==> config.mk <==
export PLATFORM = sky130hd
export DESIGN_NAME = plt_cordic_cell
export DESIGN_NICKNAME = d
export VERILOG_FILES = /design/src/design/plt_pkg.sv /design/src/design/plt_cordic_cell.sv
export SDC_FILE = /design/constraint.sdc
export NUM_CORES = 1
export LEC_CHECK = 0
export ABC_AREA = 1
export BUFFER_PORTS_ARGS = -buffer_cell sky130_fd_sc_hd__buf_2
export CORE_AREA = 2 2 199 201
export CTS_BUF_LIST = sky130_fd_sc_hd__clkbuf_4
export DETAILED_ROUTE_END_ITERATION = 16
export DIE_AREA = 0 0 201 203
export GPL_TIMING_DRIVEN = 0
export HOLD_SLACK_MARGIN = 0.03
export SETUP_SLACK_MARGIN = 0.4
export SYNTH_ARGS = -nofsm -noshare
export SYNTH_HDL_FRONTEND = slang
export SYNTH_SLANG_ARGS = --single-unit
export TNS_END_PERCENT = 20
==> constraint.sdc <==
create_clock -name clk -period 7.47 [get_ports clk]
set_clock_uncertainty 0.15 [all_clocks]
set_input_delay 2.241 -clock clk [delete_from_list [all_inputs] [get_ports clk]]
set_output_delay 2.241 -clock clk [all_outputs]
set_load 0.005 [all_outputs]
==> src/design/plt_pkg.sv <==
// Shared types, constants and the arctangent table of the perpendicular line block.
package plt_pkg;

	// Coordinate width of every input and output point
	localparam int COORD_BITS = 32;
	// Vector width inside the datapath: difference plus normalize headroom and CORDIC growth
	localparam int VEC_W = 44;
	// Angle width: signed radians scaled by 2^30, room for a full turn either way
	localparam int ANG_W = 36;
	// Normalize shift count width
	localparam int SH_W = 6;
	// A normalized vector has its larger magnitude at or above 2^NORM_EXP
	localparam int NORM_EXP = 40;
	// Error and tolerance width, Q1.16 radians
	localparam int ERR_W = 17;

	localparam logic signed [ANG_W-1:0] ANG_PI = 36'sd3373259426;
	localparam logic signed [ANG_W-1:0] ANG_HALF_PI = 36'sd1686629713;
	localparam logic signed [ANG_W-1:0] ANG_TWO_PI = 36'sd6746518852;
	// Limit CORDIC gain inverse, scaled by 2^30
	localparam logic [29:0] GAIN_INV = 30'd652032874;
	localparam logic [ERR_W-1:0] ERR_MAX = '1;
	localparam logic [ERR_W-1:0] TOL_RESET = 17'd66;

	// One request: two segments
	typedef struct packed {
		logic signed [COORD_BITS-1:0] first_start_x;
		logic signed [COORD_BITS-1:0] first_start_y;
		logic signed [COORD_BITS-1:0] first_end_x;
		logic signed [COORD_BITS-1:0] first_end_y;
		logic signed [COORD_BITS-1:0] second_start_x;
		logic signed [COORD_BITS-1:0] second_start_y;
		logic signed [COORD_BITS-1:0] second_end_x;
		logic signed [COORD_BITS-1:0] second_end_y;
	} request_t;

	// One result
	typedef struct packed {
		logic                         lines_valid;
		logic [ERR_W-1:0]             angle_error;
		logic                         is_satisfied;
		logic signed [COORD_BITS-1:0] new_end_x;
		logic signed [COORD_BITS-1:0] new_end_y;
		logic                         was_saturated;
	} result_t;

	// Fields that ride alongside the datapath from input to output
	typedef struct packed {
		logic                         deg;
		logic signed [COORD_BITS-1:0] px;
		logic signed [COORD_BITS-1:0] py;
		logic signed [COORD_BITS-1:0] ex;
		logic signed [COORD_BITS-1:0] ey;
	} side_t;

	// floor(atan(2^-idx) * 2^30)
	function automatic logic signed [ANG_W-1:0] atan_entry(input int unsigned idx);
		logic signed [ANG_W-1:0] a;
		unique case (idx)
			0: a = 36'sd843314856;
			1: a = 36'sd497837829;
			2: a = 36'sd263043836;
			3: a = 36'sd133525158;
			4: a = 36'sd67021686;
			5: a = 36'sd33543515;
			6: a = 36'sd16775850;
			7: a = 36'sd8388437;
			8: a = 36'sd4194282;
			9: a = 36'sd2097149;
			10: a = 36'sd1048575;
			11: a = 36'sd524287;
			12: a = 36'sd262143;
			13: a = 36'sd131071;
			14: a = 36'sd65535;
			15: a = 36'sd32767;
			16: a = 36'sd16383;
			17: a = 36'sd8191;
			18: a = 36'sd4095;
			19: a = 36'sd2047;
			20: a = 36'sd1023;
			21: a = 36'sd511;
			22: a = 36'sd255;
			23: a = 36'sd127;
			24: a = 36'sd63;
			25: a = 36'sd31;
			26: a = 36'sd15;
			27: a = 36'sd7;
			28: a = 36'sd3;
			29: a = 36'sd1;
			default: a = '0;
		endcase
		return a;
	endfunction

endpackage

==> src/design/plt_cordic_cell.sv <==
// One CORDIC micro-rotation cell, vectoring or rotation mode, registered output.
module plt_cordic_cell #(
	parameter int SHIFT = 0,
	parameter bit VECTORING = 1'b1
) (
	input  logic                                clk,
	input  logic signed [plt_pkg::VEC_W-1:0]    x_in,
	input  logic signed [plt_pkg::VEC_W-1:0]    y_in,
	input  logic signed [plt_pkg::ANG_W-1:0]    z_in,
	output logic signed [plt_pkg::VEC_W-1:0]    x_out,
	output logic signed [plt_pkg::VEC_W-1:0]    y_out,
	output logic signed [plt_pkg::ANG_W-1:0]    z_out
);

	localparam logic signed [plt_pkg::ANG_W-1:0] ATAN = plt_pkg::atan_entry(SHIFT);

	logic signed [plt_pkg::VEC_W-1:0] xs;
	logic signed [plt_pkg::VEC_W-1:0] ys;
	logic                             ccw;

	// Vectoring drives y to zero, rotation drives z to zero
	assign xs = x_in >>> SHIFT;
	assign ys = y_in >>> SHIFT;
	assign ccw = VECTORING ? y_in[plt_pkg::VEC_W-1] : !z_in[plt_pkg::ANG_W-1];

	always_ff @(posedge clk) begin
		if (ccw) begin
			x_out <= x_in - ys;
			y_out <= y_in + xs;
			z_out <= z_in - ATAN;
		end else begin
			x_out <= x_in + ys;
			y_out <= y_in - xs;
			z_out <= z_in + ATAN;
		end
	end

endmodule

==> impl_metrics.tcl, run 1 <==
set metrics [dict create \
    grtUsageMet1_pct 42.7 \
    areaGrowthSynthToFinish_pct 14.2 \
    grt_pass1_wl_um 102000 \
    ctsHoldBuffers 0 \
    power_density_nw_per_um2 152 \
    cts.htree.levels 4 \
    drv_slew 0 \
    final.fill_count 4372 \
    synth_area_leader_cell "nand2_1" \
    synth.top_cell.area_share_pct 22.3 \
    worst_slew_pin_slew_ns 1.08 \
    grt_pass1_vias 17200 \
    dp_slack_ns 1.99 \
    grt_usage_pct 33.1 \
    period_minus_slack_ns 4.86 \
    fin_ws_ns 2.61 \
    synth_cell_types 46 \
    cp_top_family "buffers and inverters" \
    drive_gt1_share_pct 13.3 \
    path_clk_slew_ns 0.13 \
    irDropWorstVdd_v 0.000101 \
    die_area_um2 40800 \
    wl_per_cell_um 19.5 \
    wl_um 68200 \
    tns_ns 0 \
    cp_data_arrival_time_ns 5.29 \
    max_stage_delay_ns 0.58 \
    hold_viol 0 \
    synth_ff_type "dfxtp_1" \
    grt_util_met2_pct 53.4 \
    status "complete, no violations" \
    finalCritPeriodShare_pct 65.1 \
    synth_edf_count 0 \
    clockBufferDepth 2 \
    hold_path_class "input port to flip-flop" \
    startpoint_type "input port" \
    syn_avg_cell_area_um2 5.65 \
    synth_most_common_cell "nand2_1" \
    fmax_mhz 206 \
    postCtsSetupBuffers 0 \
    ys_seq_area_share_pct 16.2 \
    cp.buffers_inverters 3 \
    nets 3249 \
    ys_top_cells_by_area "nand2_1, dfxtp_1, ha_1" \
    busiest_layer "met2" \
    grt_max_degree 24 \
    crit_chain "buf_2 -> inv_2 -> buf_2 -> ha_1 -> nand2_1 -> nor2_1 -> nand2_1 -> o21ai_0 -> nand3_1 -> nand3_1 -> nand2_1" \
    crit_top_cell "nand2_1" \
    numClockSinks 123 \
    drc 0 \
    die_w_um 201 \
    cts_inserted_buffers 17 \
    placementRows 72 \
    rsz0062_at_grt "no" \
    hpwlAfterDp_um 59000 \
    cp_max_fo 23 \
    gr-total-overflow 0 \
    post-route-util_pct 45.2 \
    path_class "input port to flip-flop" \
    ant_nets 0 \
    met3_usage_pct 4.82 \
    synth_warnings 0 \
    cts_root_buffer "clkbuf_4" \
    core_area_um2 38500 \
    via_count 18000 \
    place_congestion 1.06 \
    io_buffers 248 \
    first_pass_iters 6 \
    slowest_stage "o21ai_0" \
    die_h_um 203 \
    worst_setup_path_end_kind "flip-flop" \
    synthTopCellsByCount "nand2_1, inv_1, nor2_1, nand3_1, a21oi_1" \
    synth_area_um2 15200 \
    drv_cap 0 \
    p_leak_nw 9.94 \
    async_reset_ff_share_pct 0 \
    worstPathRequired_ns 7.90 \
    setup_viol 0 \
    cts_resized 0 \
    antenna_found_initial 2 \
    drt_iter0_markers 1574 \
    start_util_pct 39.6 \
    cts_tree "done" \
    synth_fp_nets 2982 \
    viasPerCell 5.16 \
    relSlewSlack_pct 27.9 \
    syn_inst 2693 \
    io_pins 249 \
    yosys_register_bits 123 \
]
-- logic make-up after synthesis --
family | Yosys count | synth area share (%)
compound gates | 357 | 13.1
xor+xnor | 54 | 3.11
fa+ha+maj | 164 | 13.7
buf+inv | 517 | 13.7
flops | 123 | 16.2
mux | 2 | 0.132
simple gates | 1476 | 40.2
-- state kept, by name, indices dropped and copies added, names as in the netlist --
name	flops
y_out	43
z_out	36
x_out	44
-- stage by stage --
| step | power, mW | instances | instance area (um^2) | hold slack, ns |
|---|---|---|---|---|
| after floorplan | 1.62 | 2693 | 15200 | 2.12 |
| after global placement | 2.15 | 3459 | 17100 | 2.20 |
| after detailed placement | 2.15 | 3459 | 17100 | 2.20 |
| after CTS | 2.65 | 3491 | 17400 | 1.46 |
| after global routing | 2.84 | 3492 | 17400 | 1.47 |
| final | 2.65 | 3492 | 17400 | 1.51 |
-- report_power, final --
part / total, mW / internal [mW] / switching (mW)
registers: 0.807 / 0.780 / 0.0268
clock network: 0.484 / 0.170 / 0.314
logic: 1.36 / 0.444 / 0.915
total: 2.65 / 1.39 / 1.26
-- area by class of cell --
| cell class | count | area [um^2] | share of cell area, % |
|---|---|---|---|
| plain buffers | 59 | 363 | 2.09 |
| flip-flops and latches | 123 | 2460 | 14.2 |
| inverters | 458 | 1720 | 9.89 |
| diodes | 1 | 2.50 | 0.0144 |
| clock buffers | 17 | 128 | 0.734 |
| multi-input cells | 2053 | 10700 | 61.4 |
| well taps | 518 | 648 | 3.73 |
| repair buffers | 248 | 1240 | 7.14 |
| clock inverters | 15 | 141 | 0.813 |
-- final timing paths --
| kind | depth (start not counted) | start | to | slack [ns] |
|---|---|---|---|---|
| max | 11 | y_in[43] | z_out[34]$_DFF_P_ | 2.61 |
| min | 1 | z_in[2] | z_out[2]$_DFF_P_ | 1.51 |
-- cell usage in the layout, fill, tap and decap left out, types with 4 or more instances in the layout --
| cell | instances |
|---|---|
| o21ai_0 | 97 |
| nand2_1 | 904 |
| a21oi_1 | 175 |
| nor2_2 | 23 |
| buf_4 | 33 |
| and2_1 | 5 |
| nor3_1 | 12 |
| xor2_1 | 42 |
| nand4_1 | 28 |
| a21o_1 | 6 |
| xnor2_1 | 12 |
| o21bai_1 | 38 |
| nor2_1 | 242 |
| o22ai_1 | 7 |
| o21a_1 | 5 |
| nand2_2 | 15 |
| inv_2 | 11 |
| ha_1 | 160 |
| nor4_1 | 4 |
| clkbuf_4 | 17 |
| a21boi_0 | 5 |
| nand3_1 | 225 |
| inv_1 | 445 |
| fa_1 | 4 |
| o21ai_1 | 8 |
| o21ai_2 | 4 |
| buf_2 | 262 |
| nor3_2 | 4 |
| dfxtp_1 | 123 |
| clkbuf_1 | 10 |
-- metal layers --
layer	routed length [um]	part of all wire, %	up-vias
met3	4400	6.4	148
met4	3540	5.2	2
met5	11	0.016	-
met1	30300	44	8233
met2	30000	44	696
li1	-	-	8947
(Power assumes the default switching activity.)
==> run 2, diff against run 1 <==
==> constraint.sdc (replaced) <==
create_clock -name clk -period 4.2 [get_ports clk]
set_clock_uncertainty 0.15 [all_clocks]
set_input_delay 1.26 -clock clk [delete_from_list [all_inputs] [get_ports clk]]
set_output_delay 1.26 -clock clk [all_outputs]
set_load 0.005 [all_outputs]
==> impl_metrics.tcl, run 2 (same netlist as run 1, synthesis figures left out) <==
set metrics [dict create \
    irDropWorstVdd_v 0.000177 \
    grt_pass1_wl_um 102000 \
    holdPathEnd "z_out[2]$_DFF_P_" \
    placementRows 72 \
    cts_tree "done" \
    final_cell_mix "nand2_1, inv_1, buf_2, nor2_1, nand3_1" \
    p_leak_nw 9.94 \
    dp_cells 3459 \
    ctsHoldBuffers 0 \
    io_buffers 248 \
    areaGrowthSynthToFinish_pct 14.2 \
    clockBufferDepth 2 \
    hold_start "z_in[2]" \
    worstPathRequired_ns 4.66 \
    final_common_cell "nand2_1" \
    nets 3249 \
    die_h_um 203 \
    core_area_um2 38500 \
    drv_slew 0 \
    status "complete, no violations" \
    setup_viol 0 \
    place_congestion 1.06 \
    top_regs "x_out x44, y_out x43, z_out x36" \
    gr-total-overflow 0 \
    worst_setup_path_end_kind "flip-flop" \
    wl_per_cell_um 19.5 \
    ant_nets 0 \
    hold_path_class "input port to flip-flop" \
    power_density_nw_per_um2 271 \
    path_clk_slew_ns 0.13 \
    tns_ns 0 \
    die_w_um 201 \
    stdcell_count 3492 \
    hpwlAfterDp_um 59000 \
    largest-register "x_out" \
    antenna_found_initial 2 \
    startpoint_type "input port" \
    worst_hold_slack_ns 0.534 \
    via_count 18100 \
    grt_max_degree 24 \
    viasPerCell 5.19 \
    relSlewSlack_pct 27.4 \
    numClockSinks 123 \
    cts_inserted_buffers 17 \
    finalCritPeriodShare_pct 87.2 \
    whs_path_depth 1 \
    grt_pass1_vias 17200 \
    period_minus_slack_ns 3.66 \
    die_area_um2 40800 \
    hold_viol 0 \
    grt_usage_pct 33.1 \
    rsz0062_at_grt "yes" \
    io_pins 249 \
    path_class "input port to flip-flop" \
    start_util_pct 39.6 \
    final_cell_area_um2 17400 \
    largest_reg_flops 44 \
    postCtsSetupBuffers 0 \
    drt_iter0_markers 1450 \
    cp_data_arrival_time_ns 4.13 \
    drive_gt1_share_pct 13.3 \
    wl_um 68200 \
    dpl-instance-area_um2 17100 \
    cts_root_buffer "clkbuf_4" \
    cts.htree.levels 4 \
    fmax_mhz 273 \
    cp_max_fo 23 \
    worst_slew_pin_slew_ns 1.09 \
    drv_cap 0 \
    drc 0 \
    first_pass_iters 6 \
]
==> run 2: changes by cell type in the layout (fill, tap and decap cells not counted), sizes merged <==
cell and change:
clkbuf +1, buf -1
==> run 2: report_power, final <==
group          leakage [nW]  total, mW  switching [mW]  internal (mW)
logic                  8.76       2.41            1.62          0.790
registers              1.04       1.44          0.0479           1.39
clock network         0.140      0.857           0.554          0.303
==> run 2: worst max path at each step <==
stage,start,end,slack (ns)
6_report,y_in[43],z_out[27]$_DFF_P_,0.54
5_1_grt,y_in[43],z_out[32]$_DFF_P_,0.34
4_1_cts,y_in[43],z_out[34]$_DFF_P_,0.46
3_5_place_dp,y_in[43],z_out[34]$_DFF_P_,-0.30
3_3_place_gp,y_in[43],z_out[34]$_DFF_P_,-0.32
2_1_floorplan,y_in[43],z_out[24]$_DFF_P_,0.97
==> run 2: routing by layer <==
| layer | share of wire (%) | GRT usage (%) | vias up |
|---|---|---|---|
| met4 | 5.3 | 17.5 | 0 |
| met2 | 44 | 53.4 | 704 |
| li1 | - | - | 8948 |
| met3 | 6.6 | 4.82 | 147 |
| met5 | 0 | 0 | - |
| met1 | 44 | 42.7 | 8313 |
==> run 2: timing repair <==
| action | 4_1_cts | 5_1_grt |
|---|---|---|
| setup endpoints to repair | 0 | 11 |
| hold endpoints to repair | 0 | 0 |
| resized for setup | 0 | 3 |
==> run 2: critical path: stages <==
cell,delay (ns)
buf_2,0.49
inv_2,0.15
clkbuf_4,0.39
ha_1,0.46
nand2_1,0.13
nor2_1,0.25
nand2_1,0.07
o21ai_0,0.44
nand3_1,0.19
a21o_1,0.20
nand2_1,0.06
==> run 2: per-stage QoR <==
step | utilization, % | setup WS [ns] | total power, mW
after CTS | 45.2 | 0.459 | 4.71
after floorplan | - | 0.970 | 2.88
final | 45.2 | 0.538 | 4.71
after global placement | 44.5 | -0.322 | 3.82
after detailed placement | 44.5 | -0.303 | 3.83
after global routing | 45.2 | 0.336 | 5.05
==> run 2: cell type report <==
cell class	instances	area, um^2
repair buffers	248	1240
fillers	4371	21100
clock inverters	15	141
flip-flops and latches	123	2460
inverters	458	1720
clock buffers	17	128
multi-input cells	2053	10700
well taps	518	648
diodes	1	2.50
plain buffers	59	365
