**src/design/plt_pkg.sv**
```systemverilog
// Shared types, constants and the arctangent table of the perpendicular line block.
package plt_pkg;

	// Coordinate width of every input and output point
	localparam int COORD_BITS = 32;
	// Vector width inside the datapath: difference plus normalize headroom and CORDIC growth
	localparam int VEC_W = 44;
	// Angle width: signed radians scaled by 2^30, room for a full turn either way
	localparam int ANG_W = 36;
	// Normalize shift count width
	localparam int SH_W = 6;
	// A normalized vector has its larger magnitude at or above 2^NORM_EXP
	localparam int NORM_EXP = 40;
	// Error and tolerance width, Q1.16 radians
	localparam int ERR_W = 17;

	localparam logic signed [ANG_W-1:0] ANG_PI = 36'sd3373259426;
	localparam logic signed [ANG_W-1:0] ANG_HALF_PI = 36'sd1686629713;
	localparam logic signed [ANG_W-1:0] ANG_TWO_PI = 36'sd6746518852;
	// Limit CORDIC gain inverse, scaled by 2^30
	localparam logic [29:0] GAIN_INV = 30'd652032874;
	localparam logic [ERR_W-1:0] ERR_MAX = '1;
	localparam logic [ERR_W-1:0] TOL_RESET = 17'd66;

	// One request: two segments
	typedef struct packed {
		logic signed [COORD_BITS-1:0] first_start_x;
		logic signed [COORD_BITS-1:0] first_start_y;
		logic signed [COORD_BITS-1:0] first_end_x;
		logic signed [COORD_BITS-1:0] first_end_y;
		logic signed [COORD_BITS-1:0] second_start_x;
		logic signed [COORD_BITS-1:0] second_start_y;
		logic signed [COORD_BITS-1:0] second_end_x;
		logic signed [COORD_BITS-1:0] second_end_y;
	} request_t;

	// One result
	typedef struct packed {
		logic                         lines_valid;
		logic [ERR_W-1:0]             angle_error;
		logic                         is_satisfied;
		logic signed [COORD_BITS-1:0] new_end_x;
		logic signed [COORD_BITS-1:0] new_end_y;
		logic                         was_saturated;
	} result_t;

	// Fields that ride alongside the datapath from input to output
	typedef struct packed {
		logic                         deg;
		logic signed [COORD_BITS-1:0] px;
		logic signed [COORD_BITS-1:0] py;
		logic signed [COORD_BITS-1:0] ex;
		logic signed [COORD_BITS-1:0] ey;
	} side_t;

	// floor(atan(2^-idx) * 2^30)
	function automatic logic signed [ANG_W-1:0] atan_entry(input int unsigned idx);
		logic signed [ANG_W-1:0] a;
		unique case (idx)
			0: a = 36'sd843314856;
			1: a = 36'sd497837829;
			2: a = 36'sd263043836;
			3: a = 36'sd133525158;
			4: a = 36'sd67021686;
			5: a = 36'sd33543515;
			6: a = 36'sd16775850;
			7: a = 36'sd8388437;
			8: a = 36'sd4194282;
			9: a = 36'sd2097149;
			10: a = 36'sd1048575;
			11: a = 36'sd524287;
			12: a = 36'sd262143;
			13: a = 36'sd131071;
			14: a = 36'sd65535;
			15: a = 36'sd32767;
			16: a = 36'sd16383;
			17: a = 36'sd8191;
			18: a = 36'sd4095;
			19: a = 36'sd2047;
			20: a = 36'sd1023;
			21: a = 36'sd511;
			22: a = 36'sd255;
			23: a = 36'sd127;
			24: a = 36'sd63;
			25: a = 36'sd31;
			26: a = 36'sd15;
			27: a = 36'sd7;
			28: a = 36'sd3;
			29: a = 36'sd1;
			default: a = '0;
		endcase
		return a;
	endfunction

endpackage

```
**src/design/plt_norm.sv**
```systemverilog
// Three-stage normalizer: doubles a vector until its larger magnitude reaches 2^40.
module plt_norm (
	input  logic                                clk,
	input  logic signed [plt_pkg::VEC_W-1:0]    x_in,
	input  logic signed [plt_pkg::VEC_W-1:0]    y_in,
	output logic signed [plt_pkg::VEC_W-1:0]    x_out,
	output logic signed [plt_pkg::VEC_W-1:0]    y_out,
	output logic [plt_pkg::SH_W-1:0]            sh_out
);

	typedef struct packed {
		logic signed [plt_pkg::VEC_W-1:0] x;
		logic signed [plt_pkg::VEC_W-1:0] y;
		logic [plt_pkg::VEC_W-1:0]        ax;
		logic [plt_pkg::VEC_W-1:0]        ay;
		logic [plt_pkg::SH_W-1:0]         sh;
	} norm_t;

	// Shift left by b when both magnitudes are below 2^thr before it
	function automatic norm_t step(input norm_t v, input int unsigned thr, input int unsigned b);
		norm_t o;
		o = v;
		if (((v.ax >> thr) == '0) && ((v.ay >> thr) == '0)) begin
			o.x = v.x <<< b;
			o.y = v.y <<< b;
			o.ax = v.ax << b;
			o.ay = v.ay << b;
			o.sh = v.sh + plt_pkg::SH_W'(b);
		end
		return o;
	endfunction

	norm_t n0;
	norm_t n1_c;
	norm_t n2_c;
	norm_t n3_c;
	norm_t nrm_s2;
	norm_t nrm_s3;

	// Magnitudes and first coarse steps
	always_comb begin
		n0.x = x_in;
		n0.y = y_in;
		n0.ax = x_in[plt_pkg::VEC_W-1] ? -x_in : x_in;
		n0.ay = y_in[plt_pkg::VEC_W-1] ? -y_in : y_in;
		n0.sh = '0;
		n1_c = step(step(n0, plt_pkg::NORM_EXP - 32, 32), plt_pkg::NORM_EXP - 16, 16);
	end

	assign n2_c = step(step(nrm_s2, plt_pkg::NORM_EXP - 8, 8), plt_pkg::NORM_EXP - 4, 4);

	// Fine steps, then one last doubling brings the magnitude over the limit
	assign n3_c = step(step(step(nrm_s3, plt_pkg::NORM_EXP - 2, 2), plt_pkg::NORM_EXP - 1, 1),
		plt_pkg::NORM_EXP, 1);

	always_ff @(posedge clk) begin
		nrm_s2 <= n1_c;
		nrm_s3 <= n2_c;
		x_out <= n3_c.x;
		y_out <= n3_c.y;
		sh_out <= n3_c.sh;
	end

endmodule

```
**config.mk**
```make
export PLATFORM = sky130hd
export DESIGN_NAME = plt_norm
export DESIGN_NICKNAME = d
export VERILOG_FILES = /design/src/design/plt_pkg.sv /design/src/design/plt_norm.sv
export SDC_FILE = /design/constraint.sdc
export NUM_CORES = 1
export LEC_CHECK = 0
export BUFFER_PORTS_ARGS = -buffer_cell sky130_fd_sc_hd__buf_2
export CAP_MARGIN = 25
export CORE_AREA = 2 2 155 271
export DETAILED_ROUTE_END_ITERATION = 6
export DIE_AREA = 0 0 157 273
export PLACE_DENSITY = 0.64
export SYNTH_ARGS = -nofsm -noshare
export SYNTH_HDL_FRONTEND = slang
export SYNTH_SLANG_ARGS = --single-unit
export TNS_END_PERCENT = 30
```
**constraint.sdc**
```tcl
create_clock -name clk -period 6.6 [get_ports clk]
set_clock_uncertainty 0.1 [all_clocks]
set_input_delay 1.32 -clock clk [delete_from_list [all_inputs] [get_ports clk]]
set_output_delay 1.32 -clock clk [all_outputs]
set_load 0.01 [all_outputs]
```
==> results of run 1 <==
[placed cells by master (no fill, tap or decap), drive strengths merged, types with 42 or more instances in the layout]
cell type and instances:
buf 224, nand3 113, clkbuf 44, nor2b 59, a21oi 67, o21ai 145
mux2i 197, xor2 42, nand2 304, nor2 68, dfxtp 328
[registers in the layout (all words and copies together), names as in the netlist]
signal and count:
nrm_s3 106, nrm_s2 128, y_out 44, x_out 44
sh_out 6
[Yosys cell counts, drive strengths merged (7+ instances only)]
cell | instances | area share [%]
a21o | 8 | 0.37
clkbuf | 124 | 2.9
nand4 | 24 | 0.97
nand2 | 304 | 7.2
dfxtp | 328 | 41
or4 | 14 | 0.68
nand3 | 113 | 3.5
nor2 | 68 | 1.6
a211oi | 19 | 0.89
nor2b | 59 | 2.3
a221o | 23 | 1.4
nor3 | 40 | 1.3
nor4 | 29 | 1.2
a31oi | 7 | 0.27
mux2 | 13 | 0.91
buf | 37 | 1.1
a21oi | 67 | 2.1
inv | 23 | 0.54
or2 | 9 | 0.35
xor2 | 42 | 2.3
o221ai | 12 | 0.65
o211ai | 8 | 0.37
and2 | 7 | 0.27
mux2i | 197 | 12
o41ai | 14 | 0.88
xnor2 | 36 | 2.0
or3 | 21 | 0.82
o21ai | 145 | 4.5
o31ai | 17 | 0.79
and3 | 10 | 0.39
[layout make-up]
type,instances,area [um^2],area share (%)
Clock inverter,10,159,0.864
Antenna cell,1,2.50,0.0136
Tap cell,550,688,3.74
Inverter,23,86.3,0.469
Timing Repair Buffer,224,1260,6.87
Multi-Input combinational cell,1382,8800,47.8
Clock buffer,44,832,4.52
Sequential cell,328,6570,35.7
[power by group]
group          switching (mW)  leakage, nW  internal, mW
Sequential             0.0639         2.76          2.11
Combinational           0.362         3.78         0.193
Clock                   0.740        0.482         0.996
[logic make-up after synthesis]
kind of cell | count (synthesis)
DFF | 328
xor gates and xnor gates | 78
buffers and inverters | 184
adders and majority gates | 3
muxes | 210
and+or+nand+nor | 732
AOI/OAI and AO/OA | 359
[through the flow]
stage               std cells  total power [mW]
finish                   2562              4.46
global route             2562              4.62
CTS                      2561              4.49
detailed placement       2507              2.76
global placement         2507              2.76
floorplan                1894              2.50
[worst max-delay path by stage]
stage,from,to,slack [ns],cells after the start
2_1_floorplan,x_in[2],nrm_s2[113]$_DFF_P_,1.45,15
3_3_place_gp,x_in[0],nrm_s2[171]$_DFF_P_,0.60,14
3_5_place_dp,x_in[0],nrm_s2[134]$_DFF_P_,0.61,13
4_1_cts,x_in[0],nrm_s2[174]$_DFF_P_,1.18,13
5_1_grt,x_in[0],nrm_s2[173]$_DFF_P_,0.85,13
6_report,x_in[0],nrm_s2[174]$_DFF_P_,1.10,13
[metal layers]
metal / vias to the layer above / GRT usage, %
met5: - / 0
met4: 0 / 19.2
met3: 189 / 2.58
met2: 550 / 45.8
met1: 6746 / 26.7
li1: 6914 / -
==> results_dict.tcl, run 1 <==
set metrics [dict create \
    status "complete, no violations" \
    min_period_ns 5.50 \
    r2r_cells 12 \
    power_density_nw_per_um2 243 \
    viasPerCell 5.62 \
    grt_pass1_vias 13949 \
    min_path_cells 0 \
    cts_tree "yes" \
    critical_path.max_stage_delay_ns 0.64 \
    synth_nets 1986 \
    numPortBuffers 182 \
    ys_seq_area_share_pct 40.9 \
    cts_num_sinks 328 \
    hp-class "reg -> reg" \
    critical_path_arrival_ns 5.90 \
    synth-xor-area-share_pct 4.30 \
    maxUsedRoutingLayer "met4" \
    p_leak_nw 7.03 \
    dp_hpwl_mm 43.8 \
    r2r_slack_ns 2.62 \
    wl_met1_mm 19.9 \
    peakVddDrop_uv 178 \
    die_area_um2 42900 \
    fin_ws_ns 1.10 \
    synthCells 1894 \
    place_area_um2 17400 \
    dr.pass1.iters 6 \
    path_clk_slew_ns 0.06 \
    synthSimpleGateAreaFrac_pct 22.5 \
    cts_root_buf "clkbuf_16" \
    routed-wl-met2_mm 28.2 \
    wl_per_cell_um 21.7 \
    maxCapViolations 0 \
    period_share_pct 83.3 \
    clock_path_buffers 3 \
    async_flop_share_pct 0 \
    path_cells "buf_2 > inv_1 > ha_1 > or4b_2 > nor4_2 > nand2_1 > o41ai_1 > xnor2_1 > nor4b_1 > nand4_2 > or2_1 > nor3_4 > a221o_1" \
    route.met3.wl_mm 2.58 \
    postRouteAntennaNets 0 \
    area_growth_pct 14.6 \
    tns_ns 0 \
    cts_hold_buf 0 \
    cts_buffers 29 \
    synth_compound_area_share_pct 14.4 \
    path_class "in -> reg" \
    hold_start "nrm_s2[90]$_DFF_P_" \
    htree_levels 1 \
    hold_path_end "nrm_s3[90]$_DFF_P_" \
    synthAdderAreaFrac_pct 0.234 \
    vias 14399 \
    grt_pass1_wl_mm 82.9 \
    r2r-start "nrm_s3[46]$_DFF_P_" \
    worstPathMaxFanout 20 \
    slew_headroom_pct 40.5 \
    grtUsageTotal_pct 25.3 \
    cp-start-kind "input port" \
    coreArea_um2 40600 \
    tightestPinTransition_ns 0.884 \
    ioPinCount 183 \
    routed_wl_mm 55.5 \
    drc 0 \
    pre_cts_ws_ns 0.607 \
    holdWs_ns 0.250 \
    syn-cell-area_um2 16100 \
    die_h_um 273 \
    finalSetupViolCount 0 \
    cp_slowest_cell "or4b_2" \
    final_util_pct 45.3 \
    synthDistinctLibCells 76 \
    synth_top_family_by_area "simple AND/OR/NAND/NOR gates" \
    rsz0062_at_grt "false" \
    die_x_um 157 \
    hold_violations 0 \
    grt_max_degree 98 \
    slew_violations 0 \
    max_freq_mhz 182 \
    final.fill_count 4045 \
    clk_latency_ns 0.57 \
    place.gp.congestion 1.02 \
    antenna_found_initial 1 \
    fin_nets 2080 \
    path_buf_inv 2 \
    drt_iter0_drc 1100 \
    postCtsSetupBuffers 0 \
    postCtsResizedCells 0 \
    worstPathRequired_ns 7.00 \
    drive_above_1_share_pct 15.8 \
    synthMuxAreaShare_pct 13.2 \
    syn_area_per_cell_um2 8.48 \
    yosys_warnings 0 \
    worstReg2RegEnd "x_out[20]$_DFF_P_" \
    path_delay_family "simple AND/OR/NAND/NOR gates" \
    rows 98 \
    ys.flop_type "dfxtp_1" \
    start_util_pct 39.6 \
    endpoint_kind "flop" \
    final_cell_area_um2 18400 \
    ys_ff_latch 328 \
    gr-total-overflow 0 \
    synth_edf_count 0 \
]
No activity file was read; power rests on OpenSTA's default activity.
==> run 2, diff against run 1 <==
--- a/config.mk
+++ b/config.mk
@@ -5,12 +5,13 @@
 export SDC_FILE = /design/constraint.sdc
 export NUM_CORES = 1
 export LEC_CHECK = 0
+export ABC_AREA = 1
 export BUFFER_PORTS_ARGS = -buffer_cell sky130_fd_sc_hd__buf_2
 export CAP_MARGIN = 25
-export CORE_AREA = 2 2 155 271
+export CORE_AREA = 2 2 162 284
 export DETAILED_ROUTE_END_ITERATION = 6
-export DIE_AREA = 0 0 157 273
-export PLACE_DENSITY = 0.64
+export DIE_AREA = 0 0 164 286
+export PLACE_DENSITY = 0.63
 export SYNTH_ARGS = -nofsm -noshare
 export SYNTH_HDL_FRONTEND = slang
 export SYNTH_SLANG_ARGS = --single-unit
==> constraint.sdc (replaced) <==
create_clock -name clk -period 5.7 [get_ports clk]
set_clock_uncertainty 0.1 [all_clocks]
set_input_delay 1.14 -clock clk [delete_from_list [all_inputs] [get_ports clk]]
set_output_delay 1.14 -clock clk [all_outputs]
set_load 0.01 [all_outputs]
==> run 2 against run 1 <==
Effect of this change: synthesized area grew 10%; die area grew 9.4%; sequential power grew 15%; largest cell class unchanged; largest power group unchanged.
==> results_dict.tcl, run 2 <==
set metrics [dict create \
    status "complete, no violations" \
    layout_commonest_cell "nand2_1" \
    dp_hpwl_mm 45.6 \
    cp-start-kind "input port" \
    largest_register "nrm_s2" \
    ys_seq_area_share_pct 37.1 \
    ys.flop_type "dfxtp_1" \
    tightestPinTransition_ns 0.850 \
    die_h_um 286 \
    yosysTopAreaCell "dfxtp_1" \
    drt_iter0_drc 894 \
    synth_area_leaders "dfxtp_1 (37%), nand2_1 (16%), o21ai_0 (8.6%)" \
    holdWs_ns 0.228 \
    numPortBuffers 182 \
    ioPinCount 183 \
    grtUsageMet1_pct 25.7 \
    grtUsageTotal_pct 23.5 \
    min_period_ns 4.69 \
    drc 0 \
    gr-total-overflow 0 \
    coreArea_um2 44700 \
    syn-cell-area_um2 17700 \
    rows 103 \
    worstPathMaxFanout 39 \
    cts_tree "yes" \
    routed_wl_mm 56.1 \
    max_freq_mhz 213 \
    synthDistinctLibCells 39 \
    async_flop_share_pct 0 \
    yosys_warnings 0 \
    postCtsResizedCells 0 \
    grt_util_met3_pct 1.96 \
    fin_nets 2865 \
    die_area_um2 46900 \
    endpoint_kind "flop" \
    htree_levels 1 \
    ys_ff_latch 328 \
    synth_nets 2774 \
    wl_per_cell_um 16.6 \
    gr-usage-met2_pct 43.3 \
    finalSetupViolCount 0 \
    area_growth_pct 11.8 \
    worstPathRequired_ns 6.03 \
    postRouteAntennaNets 0 \
    cts_buffers 28 \
    critical_path_arrival_ns 5.02 \
    hold_violations 0 \
    slew_violations 0 \
    grt.busiest_layer "met2" \
    postCtsSetupBuffers 0 \
    path_class "in -> reg" \
    slew_headroom_pct 43.4 \
    synthMostInstantiatedCell "nand2_1" \
    place.gp.congestion 0.998 \
    reg.largest.list "nrm_s2 x128, nrm_s3 x106" \
    maxCapViolations 0 \
    cts_hold_buf 0 \
    antenna_found_initial 0 \
    clock_path_buffers 3 \
    synthCells 2682 \
    grt_max_degree 97 \
    path_clk_slew_ns 0.07 \
    dr.pass1.iters 5 \
    final_cell_mix "nand2_1 (745), dfxtp_1 (328), o21ai_0 (302), nand3_1 (273), nor2_1 (269)" \
    synth_edf_count 0 \
    power_density_nw_per_um2 263 \
    cts_root_buf "clkbuf_16" \
    cts_num_sinks 328 \
    num_antenna_cells 0 \
    peakVddDrop_uv 195 \
    rsz0062_at_grt "false" \
    die_x_um 164 \
    yosys.area.top_type_share_pct 37.1 \
    hp-class "reg -> reg" \
    drive_above_1_share_pct 16.0 \
    vias 16896 \
    start_util_pct 39.5 \
    syn_area_per_cell_um2 6.59 \
    p_leak_nw 10.1 \
    clk_latency_ns 0.57 \
    period_share_pct 82.2 \
    r2r_slack_ns 1.46 \
    grt_pass1_wl_mm 86.9 \
    largest_reg_flops 128 \
    viasPerCell 5.01 \
    grt_pass1_vias 16288 \
    tns_ns 0 \
    synthTopCellsByCount "nand2_1 (749), dfxtp_1 (328), o21ai_0 (302), nand3_1 (273), nor2_1 (269)" \
]
-- run 2: area by class of cell --
cell class              count  area (um^2)
clock buffers              36          782
clock inverters            15          203
fillers                  4855        24900
inverters                 263          987
multi-input cells        1946         9390
flip-flops and latches    328         6570
well taps                 577          722
repair buffers            206         1120
-- run 2: cell families after synthesis --
kind of cell | after synthesis | synth area share [%]
mux | 66 | 3.74
flops | 328 | 37.1
simple gates | 1526 | 38.4
buf+inv | 408 | 9.82
fa+ha+maj | 3 | 0.212
xor+xnor | 22 | 1.09
compound gates | 329 | 9.56
-- run 2: worst max-delay path, stage by stage --
cell	delay, ns
buf_2	0.12
inv_1	0.12
ha_1	0.20
nand3_2	0.12
nor2_1	0.12
nand2_1	0.08
nand2_1	0.31
nand4_1	0.16
xor2_1	0.23
nand2_1	0.11
nor2_2	0.05
nand2_4	0.09
nor2_8	0.07
nand3_1	0.08
nand2_1	0.07
nor2_1	0.14
nand3_2	0.12
nor2_4	0.68
nand2_4	0.34
inv_2	0.53
nor2_1	0.09
-- run 2: final timing paths --
| path | from | depth (start not counted) | to |
|---|---|---|---|
| max | y_in[1] | 21 | nrm_s2[99]$_SDFF_PP0_ |
| min | nrm_s2[5]$_DFF_P_ | 0 | nrm_s3[5]$_DFF_P_ |
| max reg2reg | nrm_s2[46]$_DFF_P_ | 13 | nrm_s3[118]$_DFF_P_ |
| min reg2reg | nrm_s2[5]$_DFF_P_ | 0 | nrm_s3[5]$_DFF_P_ |
-- run 2: through the flow --
stage               utilization (%)  std cells  area (um^2)  power (mW)  worst slack, ns
global placement               42.0       3320        18800        3.22            0.530
global route                   44.2       3371        19800        5.41            0.529
floorplan                         -       2682        17700        2.94             2.01
CTS                            44.2       3371        19800        5.24             1.02
detailed placement             42.0       3320        18800        3.23            0.446
finish                         44.2       3371        19800        5.19             1.01
-- run 2: metal layers --
layer	vias to the layer above	part of all wire, %
met5	-	0
met4	0	6.8
met3	173	3.8
met2	458	51
met1	7581	39
li1	8684	-
-- run 2: report_power, final --
| group | internal [mW] | switching, mW |
|---|---|---|
| combinational | 0.231 | 0.455 |
| sequential | 2.43 | 0.0576 |
| clock | 1.16 | 0.857 |
==> run 3, diff against run 2 <==
--- a/config.mk
+++ b/config.mk
@@ -11,7 +11,7 @@
 export CORE_AREA = 2 2 162 284
 export DETAILED_ROUTE_END_ITERATION = 6
 export DIE_AREA = 0 0 164 286
-export PLACE_DENSITY = 0.63
+export PLACE_DENSITY = 0.66
 export SYNTH_ARGS = -nofsm -noshare
 export SYNTH_HDL_FRONTEND = slang
 export SYNTH_SLANG_ARGS = --single-unit
==> constraint.sdc (replaced) <==
create_clock -name clk -period 3.85 [get_ports clk]
set_clock_uncertainty 0.1 [all_clocks]
set_input_delay 0.77 -clock clk [delete_from_list [all_inputs] [get_ports clk]]
set_output_delay 0.77 -clock clk [all_outputs]
set_load 0.01 [all_outputs]
==> run 3 against run 2 <==
Effect of this change: cell count rose by 3.9%; non-clock buffer count rose by 129; count of clock-buffer cells in the layout rose by 3; wire length rose by 2.5%; sequential power rose by 48%; total power rose by 50%; sequential cell count did not move; critical path depth rose by 3; global-route usage rose by 0.66 points; hold slack barely moved; via count rose by 2.4%; largest power group unchanged; highest routed layer unchanged.
==> results_dict.tcl, run 3 (synthesized netlist as in run 2, its figures left out) <==
set metrics [dict create \
    path_clk_slew_ns 0.07 \
    hp-class "reg -> reg" \
    rows 103 \
    fin_ws_ns 0.344 \
    rsz0062_at_grt "false" \
    peakVddDrop_uv 307 \
    antenna_found_initial 0 \
    maxUsedRoutingLayer "met4" \
    htree_levels 1 \
    die_h_um 286 \
    clock_path_buffers 3 \
    routed-wl-met2_mm 30.7 \
    cts_hold_buf 0 \
    slew_violations 0 \
    grtUsageTotal_pct 24.1 \
    start_util_pct 39.5 \
    r2r_cells 13 \
    min_period_ns 3.51 \
    cts_root_buf "clkbuf_16" \
    grt_pass1_wl_mm 89.4 \
    cp-startpoint "x_in[11]" \
    wl_met1_mm 22.1 \
    num_antenna_cells 0 \
    hold_start "nrm_s2[5]$_DFF_P_" \
    fin_cells 3501 \
    clk_latency_ns 0.56 \
    hold_violations 0 \
    period_share_pct 91.1 \
    postRouteAntennaNets 0 \
    worstReg2RegEnd "nrm_s3[162]$_DFF_P_" \
    final.fill_count 4725 \
    final_cell_area_um2 20900 \
    routed_wl_mm 57.4 \
    status "complete, no violations" \
    place.gp.congestion 0.988 \
    endpoint_kind "flop" \
    slew_headroom_pct 44.2 \
    drt_iter0_drc 964 \
    dp_hpwl_mm 47.3 \
    worstPathMaxFanout 28 \
    cp-start-kind "input port" \
    die_area_um2 46900 \
    tightestPinTransition_ns 0.836 \
    cts_buffers 28 \
    p_leak_nw 10.8 \
    drive_above_1_share_pct 19.7 \
    place_area_um2 19900 \
    coreArea_um2 44700 \
    postCtsResizedCells 0 \
    route.met3.wl_mm 1.98 \
    die_x_um 164 \
    fin_nets 2994 \
    r2r_slack_ns 0.63 \
    wl_per_cell_um 16.4 \
    min_path_cells 0 \
    pre_cts_ws_ns -0.256 \
    ioPinCount 183 \
    final_cell_mix "nand2_1 (745), dfxtp_1 (328), o21ai_0 (302), nand3_1 (273), nor2_1 (269)" \
    largest_register "nrm_s2" \
    area_growth_pct 18.4 \
    grt_max_degree 96 \
    regArea_um2 6570 \
    layout_commonest_cell "nand2_1" \
    cts_tree "yes" \
    final_util_pct 46.8 \
    holdWs_ns 0.229 \
    largest_reg_flops 128 \
    path_class "in -> reg" \
    gr-total-overflow 0 \
    grt_pass1_vias 16830 \
    dr.pass1.iters 7 \
    vias 17307 \
    finalSetupViolCount 0 \
    hold_path_end "nrm_s3[5]$_DFF_P_" \
    postCtsSetupBuffers 0 \
    reg.largest.list "nrm_s2 x128, nrm_s3 x106" \
    cts_num_sinks 328 \
    worstPathRequired_ns 4.24 \
    viasPerCell 4.94 \
    numPortBuffers 182 \
    maxCapViolations 0 \
    max_freq_mhz 285 \
    r2r-start "nrm_s2[47]$_DFF_P_" \
    power_density_nw_per_um2 372 \
    multiInputGateArea_um2 9390 \
    drc 0 \
    placed_cells 3449 \
    critical_path_arrival_ns 3.90 \
]
==> run 3: cell types whose count changed in the layout (fill, tap and decap cells not counted), moves of 2 or more <==
cell      before  now
clkinv_2       5    3
inv_6          3    1
clkinv_4       0    3
clkbuf_8       3    6
buf_4         22  136
buf_12         2   17
==> run 3: layout make-up <==
class | count | share of cell area [%]
clock buffer | 39 | 3.83
clock inverter | 13 | 0.926
inverter | 263 | 4.71
multi-input combinational | 1946 | 44.9
sequential | 328 | 31.4
tap | 577 | 3.45
timing repair buffer | 335 | 10.9
==> run 3: report_power, final <==
part	total, mW	internal, mW	switching (mW)
Combinational	1.12	0.431	0.688
Sequential	3.69	3.60	0.0866
Clock	2.98	1.74	1.24
==> run 3: worst max-delay path, stage by stage <==
cell     delay, ns
buf_2         0.12
nor2_1        0.22
nand2_1       0.09
nor2_1        0.24
nand2_1       0.13
nand2_2       0.12
nand2_1       0.05
nand2_1       0.16
nand2_1       0.08
nor2_1        0.18
nand2_1       0.07
nor2_1        0.22
nand2_2       0.14
nor2_8        0.29
buf_4         0.18
nand3_2       0.06
nand2_1       0.08
nor2_1        0.06
nand3_2       0.10
nor2_4        0.07
nand2_4       0.11
buf_12        0.21
nand2_1       0.07
nand2_1       0.06
==> run 3: worst max path at each step <==
stage	endpoint	slack, ns	cells past startpoint
finish	nrm_s2[181]$_DFF_P_	0.34	24
detailed placement	nrm_s2[78]$_DFF_P_	-0.26	25
global route	nrm_s2[181]$_DFF_P_	0.12	25
floorplan	nrm_s2[137]$_DFF_P_	0.53	23
CTS	nrm_s2[181]$_DFF_P_	0.33	26
global placement	nrm_s2[78]$_DFF_P_	-0.23	25
==> run 3: layer usage <==
metal  track usage, %  vias up
met5                0        -
met4             10.8        0
met3             1.77      119
met2             46.4      425
met1             26.4     7824
li1                 -     8939
==> run 3: per-stage QoR <==
step                power [mW]  setup TNS, ns
finish                    7.79              0
global route              8.13              0
CTS                       7.87              0
detailed placement        4.88         -24.65
global placement          4.88         -20.06
floorplan                 4.35              0
